--- config.mk ---
export PLATFORM = sky130hd
export DESIGN_NAME = stbs_ctrl
export DESIGN_NICKNAME = d
export VERILOG_FILES = /design/src/rtl/stbs_pkg.sv /design/src/rtl/stbs_ctrl.sv
export SDC_FILE = /design/constraint.sdc
export NUM_CORES = 1
export LEC_CHECK = 0
export ABC_AREA = 1
export BUFFER_PORTS_ARGS = -buffer_cell sky130_fd_sc_hd__buf_2
export CORE_AREA = 10 10 47 49
export DETAILED_ROUTE_END_ITERATION = 10
export DIE_AREA = 0 0 57 59
export PLACE_DENSITY = 0.5
export SYNTH_ARGS = -nofsm -noshare
export SYNTH_HDL_FRONTEND = slang
export SYNTH_SLANG_ARGS = --single-unit
--- constraint.sdc ---
create_clock -name i_clk -period 2.7 [get_ports i_clk]
set_clock_uncertainty 0.15 [all_clocks]
set_input_delay 0.81 -clock i_clk [delete_from_list [all_inputs] [get_ports i_clk]]
set_output_delay 0.81 -clock i_clk [all_outputs]
set_load 0.02 [all_outputs]
--- src/rtl/stbs_pkg.sv ---
// Shared types and constants for the sorted table bound search block.
`default_nettype none

package stbs_pkg;

    localparam int TABLE_DEPTH_DEF = 1024;
    localparam int KEY_WIDTH_DEF   = 32;

    localparam int CMD_W = 2;
    localparam int IDX_W = 10;
    localparam int POS_W = 10;
    localparam int CFG_W = 11;

    typedef enum logic [CMD_W-1:0] {
        CMD_WRITE = 2'd0,
        CMD_LOWER = 2'd1,
        CMD_UPPER = 2'd2
    } t_cmd;

    typedef enum logic [2:0] {
        S_IDLE,
        S_FIRST_RD,
        S_FIRST_CMP,
        S_MID,
        S_STEP
    } t_state;

    // controller -> datapath
    typedef struct packed {
        logic wr;
        logic load;
        logic rd_first;
        logic init;
        logic rd_mid;
        logic go_right;
        logic go_left;
        logic fin_none;
        logic fin_first;
        logic fin_mid;
    } t_dp_cmd;

    // datapath -> controller
    typedef struct packed {
        logic len_zero;
        logic first_hit;
        logic range_empty;
        logic mid_out;
        logic step_right;
        logic step_left;
        logic left_dead;
    } t_dp_status;

endpackage

`default_nettype wire

--- src/rtl/stbs_ctrl.sv ---
// Sequencing state machine for writes and bisection searches.
`default_nettype none

module stbs_ctrl (
    input  wire logic                      i_clk,
    input  wire logic                      i_rst_n,
    input  wire logic                      i_start,
    input  wire logic [stbs_pkg::CMD_W-1:0] i_cmd,
    input  wire stbs_pkg::t_dp_status      i_status,
    output stbs_pkg::t_dp_cmd              o_cmd,
    output logic                           o_busy
);

    stbs_pkg::t_state r_state;
    stbs_pkg::t_state n_state;

    always_ff @(posedge i_clk) begin
        if (!i_rst_n) begin
            r_state <= stbs_pkg::S_IDLE;
        end else begin
            r_state <= n_state;
        end
    end

    always_comb begin
        n_state = r_state;
        o_cmd   = '0;
        o_busy  = (r_state != stbs_pkg::S_IDLE);
        unique case (r_state)
            stbs_pkg::S_IDLE: begin
                if (i_start) begin
                    unique case (i_cmd)
                        stbs_pkg::CMD_WRITE: begin
                            o_cmd.wr = 1'b1;
                        end
                        stbs_pkg::CMD_LOWER, stbs_pkg::CMD_UPPER: begin
                            o_cmd.load = 1'b1;
                            n_state    = stbs_pkg::S_FIRST_RD;
                        end
                        default: begin
                            // unused code: dropped
                        end
                    endcase
                end
            end
            stbs_pkg::S_FIRST_RD: begin
                if (i_status.len_zero) begin
                    o_cmd.fin_none = 1'b1;
                    n_state        = stbs_pkg::S_IDLE;
                end else begin
                    o_cmd.rd_first = 1'b1;
                    n_state        = stbs_pkg::S_FIRST_CMP;
                end
            end
            stbs_pkg::S_FIRST_CMP: begin
                if (i_status.first_hit) begin
                    o_cmd.fin_first = 1'b1;
                    n_state         = stbs_pkg::S_IDLE;
                end else begin
                    o_cmd.init = 1'b1;
                    n_state    = stbs_pkg::S_MID;
                end
            end
            stbs_pkg::S_MID: begin
                if (i_status.range_empty || i_status.mid_out) begin
                    o_cmd.fin_none = 1'b1;
                    n_state        = stbs_pkg::S_IDLE;
                end else begin
                    o_cmd.rd_mid = 1'b1;
                    n_state      = stbs_pkg::S_STEP;
                end
            end
            stbs_pkg::S_STEP: begin
                priority if (i_status.step_right) begin
                    o_cmd.go_right = 1'b1;
                    n_state        = stbs_pkg::S_MID;
                end else if (i_status.step_left && i_status.left_dead) begin
                    o_cmd.fin_none = 1'b1;
                    n_state        = stbs_pkg::S_IDLE;
                end else if (i_status.step_left) begin
                    o_cmd.go_left = 1'b1;
                    n_state       = stbs_pkg::S_MID;
                end else begin
                    o_cmd.fin_mid = 1'b1;
                    n_state       = stbs_pkg::S_IDLE;
                end
            end
            default: begin
                n_state = stbs_pkg::S_IDLE;
            end
        endcase
    end

endmodule

`default_nettype wire

Word-level counts from Yosys, hierarchy flattened
Index checks and enable logic that the tools add are counted.
Operators by class
  reductions and logical operators: 7
  mux-type cells: 34
  eq/ne operators: 8
Operator list (number)
  two-way mux 1 bit: 20
  two-way mux 3 bit: 5
  one-hot mux 3 bit (5 select lines): 1
  two-way mux 2 bit: 7
  == test 3 x 2 -> 1 bit (second input constant): 2
  == test 3 x 1 -> 1 bit (second input constant): 1
  == test 3 bit (second input constant): 1
  zero test 3 bit: 1
  one-hot mux 1 bit (3 select lines): 1
  nonzero test 3 bit: 1
  == test 2 x 1 -> 1 bit (second input constant): 1
  == test 2 bit (second input constant): 1
  zero test 2 bit: 1
  inequality test 2 x 1 -> 1 bit (second input constant): 1
  inequality test 2 bit (second input constant): 1
  AND reduction 2 bit: 1
  OR reduction 2 bit: 1
  logical AND 1 bit: 1
  logical OR 1 bit: 1
Storage, ports and cells
  logic and storage cells: 50
  register bits after elaboration: 3
  output and inout port bits: 11

Logic depth before layout (Yosys ltp)
  depth in word-level cells: 5
  mapped depth: 8
  gate-level depth less buffers: 8

Least setup slack after synthesis
No wires, ideal clock.
  kind: in2out
  start point: input i_status[5] in the netlist's numbering
  end point: output o_cmd[1] in the netlist's numbering
  cell stages on the path: 2
  slack: 0.273 ns
  arrival: 1.467 ns
  path through: inv_1 -> nor4_1
RTL lines
  start: declaration: line stbs_ctrl.sv:9  | input wire stbs_pkg::t_dp_status i_status,
  end: declaration: line stbs_ctrl.sv:10  | output stbs_pkg::t_dp_cmd o_cmd,

==> impl_metrics.py <==
metrics = {
    "outcome": {
        "status": "completed",
    },
    "clocking": {
        "postCtsHoldBufs": 0,
        "cts_resized": 0,
        "clk_pin_slew_ps": 40,
        "htree_levels": 1,
        "clk_latency_ps": 230,
        "cts_tree": "done",
        "cts.sinks": 3,
        "cts_inserted_buffers": 3,
        "cts_setup_buffers": 0,
        "clk_path_buf_depth": 2,
        "root_buffer": "clkbuf_4",
    },
    "worst_setup_path": {
        "critical_path.max_fanout": 2,
        "crit_path_end_kind": "primary output",
        "worstPathRequired_ps": 1740,
        "reg2regPathDepth": 5,
        "worst_ep_arrival_time_ps": 1500,
        "start_kind": "input port",
        "crit_type": "input port to primary output",
    },
    "floorplan": {
        "floorplan.die.height_um": 59,
        "die_x_um": 57,
        "die-area_mm2": 0.00336,
        "rows": 14,
        "initial_core_util_pct": 21.3,
        "core_mm2": 0.00140,
        "io-pin-count": 23,
    },
    "yosys": {
        "yosys_warnings": 0,
        "ys_seq_elements": 3,
        "avgSynthCellArea_um2": 5.32,
        "syn-cell-area_um2": 298,
        "synth_cell_types": 14,
        "syn_inst": 56,
        "ys_seq_area_share_pct": 20.2,
        "synth_nets": 69,
    },
    "global_route": {
        "grt.busiest_layer": "met2",
        "use_met2_pct": 8.37,
        "gr-usage-all-layers_pct": 4.97,
        "grt_start_max_net_pins": 7,
        "grt-ovfl-total": 0,
        "grt_use_met3_pct": 2.58,
        "grt_pass1_wl_mm": 1.39,
        "use_met1_pct": 5.10,
        "grt_pass1_vias": 355,
        "antenna_found_initial": 0,
    },
    "finish": {
        "drive_above_1_share_pct": 35.4,
        "top_regs": "r_state x3",
        "area_growth_pct": 52.5,
        "multi_input_area_um2": 185,
        "finalNetCount": 96,
        "layout.cells.non_filler": 98,
        "largest_register_ffs": 3,
        "final-seq-area_um2": 60.1,
        "antenna_cells": 0,
        "fillers": 168,
        "regMostFlops": "r_state",
        "final_util_pct": 32.4,
    },
    "timing": {
        "hold_ws_ps": 529,
        "tightest_slew_ps": 227,
        "slew-limit-headroom_pct": 84.8,
        "period_needed_ps": 2460,
        "setup_viol": 0,
        "rsz0062_at_grt": "false",
        "hold_viol_final": 0,
        "setup_tns_ps": 0,
        "clock.fmax_ghz": 0.407,
        "slew_viol_final": 0,
        "post-route-period-util_pct": 90.9,
    },
    "drt": {
        "drtAntennaViolNets": 0,
        "routed_wirelength_um": 936,
        "via_per_inst": 3.85,
        "drt_iter0_drc": 2,
        "first_pass_iters": 4,
        "post_drt_wl_per_cell_um": 9.55,
        "vias": 377,
        "drc": 0,
    },
    "place": {
        "portBuffers": 22,
        "gp_congestion": 0.789,
        "dp_cells": 94,
        "hpwl_um": 824,
    },
    "power_and_ir_drop": {
        "seqPwrFrac_pct": 27.4,
        "p_leak_uw": 0.000309,
        "sw_frac_of_total_pct": 32.9,
        "comb_power_share_pct": 31.2,
        "pwr_density_cell_mw_per_mm2": 407,
        "p_clk_share_pct": 41.4,
        "switchingPower_uw": 60.7,
        "p_int_uw": 124,
        "peakVddDrop_uv": 209,
    },
    "hold_path": {
        "hold_class": "flip-flop to flip-flop",
        "worstHoldPathCells": 5,
    },
    "flow_run": {
        "drv_cap": 0,
    },
}
## metrics by stage
stage	instance area (um2)	total power, uW	worst slack [ps]
finish	454	185	245
global route	454	199	206
CTS	454	190	234
detailed placement	428	109	236
global placement	428	109	255
floorplan	298	87.3	273
## synth_stat cells
master / count / share of area, %
inv_1: 13 / 16
nand2_1: 12 / 15
nor2_1: 12 / 15
nand3_1: 5 / 8.4
dfxtp_1: 3 / 20
nor2_2: 2 / 4.2
nor3_1: 2 / 3.4
ha_1: 1 / 4.2
inv_2: 1 / 1.3
nand3b_1: 1 / 2.5
nand4_1: 1 / 2.1
nor3_2: 1 / 3.4
nor4_1: 1 / 2.1
o21ai_0: 1 / 1.7
## power by group through the flow
stage,combinational (uW),sequential (uW),clock (uW)
after global routing,63.8,51.0,84.2
after global placement,57.8,51.3,0
final,57.5,50.7,76.5
after floorplan,36.6,50.7,0
after CTS,58.2,50.6,81.1
after detailed placement,58.0,51.3,0
## final timing paths
check | startpoint | end | slack, ps
worst max-delay path | i_cmd[0] | o_cmd[8] | 240
worst min-delay path | r_state[1] | r_state[0] | 530
worst max register to register | r_state[0] | r_state[1] | 1590
worst min register to register | r_state[1] | r_state[0] | 530
## final cells by class
class                           instances  share of cell area, %
Tap cell                               16                   4.41
Inverter                               14                   11.6
Sequential cell                         3                   13.2
Timing Repair Buffer                   22                   24.2
Clock buffer                            4                   5.79
Multi-Input combinational cell         39                   40.8
## cells in the final DEF, fill, tap and decap left out
cell type  count
nor4_1         1
dfxtp_1        3
o21ai_0        1
ha_1           1
nand3_1        5
clkbuf_4       3
inv_1         13
nand3b_1       1
inv_2          1
nor3_1         2
buf_2         22
clkbuf_1       1
nor3_2         1
nand4_1        1
nand2_1       12
nor2_2         2
nor2_1        12
## worst max-delay path, stage by stage
cell and delay [ps]:
buf_2 70, inv_1 30, ha_1 260, nand2_1 60, nor2_1 90, buf_2 160
## cells by family after synthesis
logic type / synth area share, %
AND/OR/NAND/NOR: 56.3
buffers and inverters: 17.6
flip-flops: 20.2
AO/OA/AOI/OAI: 1.68
adder cells (fa/ha/maj): 4.20
## layer usage
| metal | vias to the layer above | share of wire [%] |
|---|---|---|
| met1 | 143 | 46 |
| met2 | 11 | 46 |
| met4 | 0 | 0 |
| met3 | 0 | 8.1 |
| li1 | 223 | - |
| met5 | - | 0 |
Power figures use the tool's default switching activity.
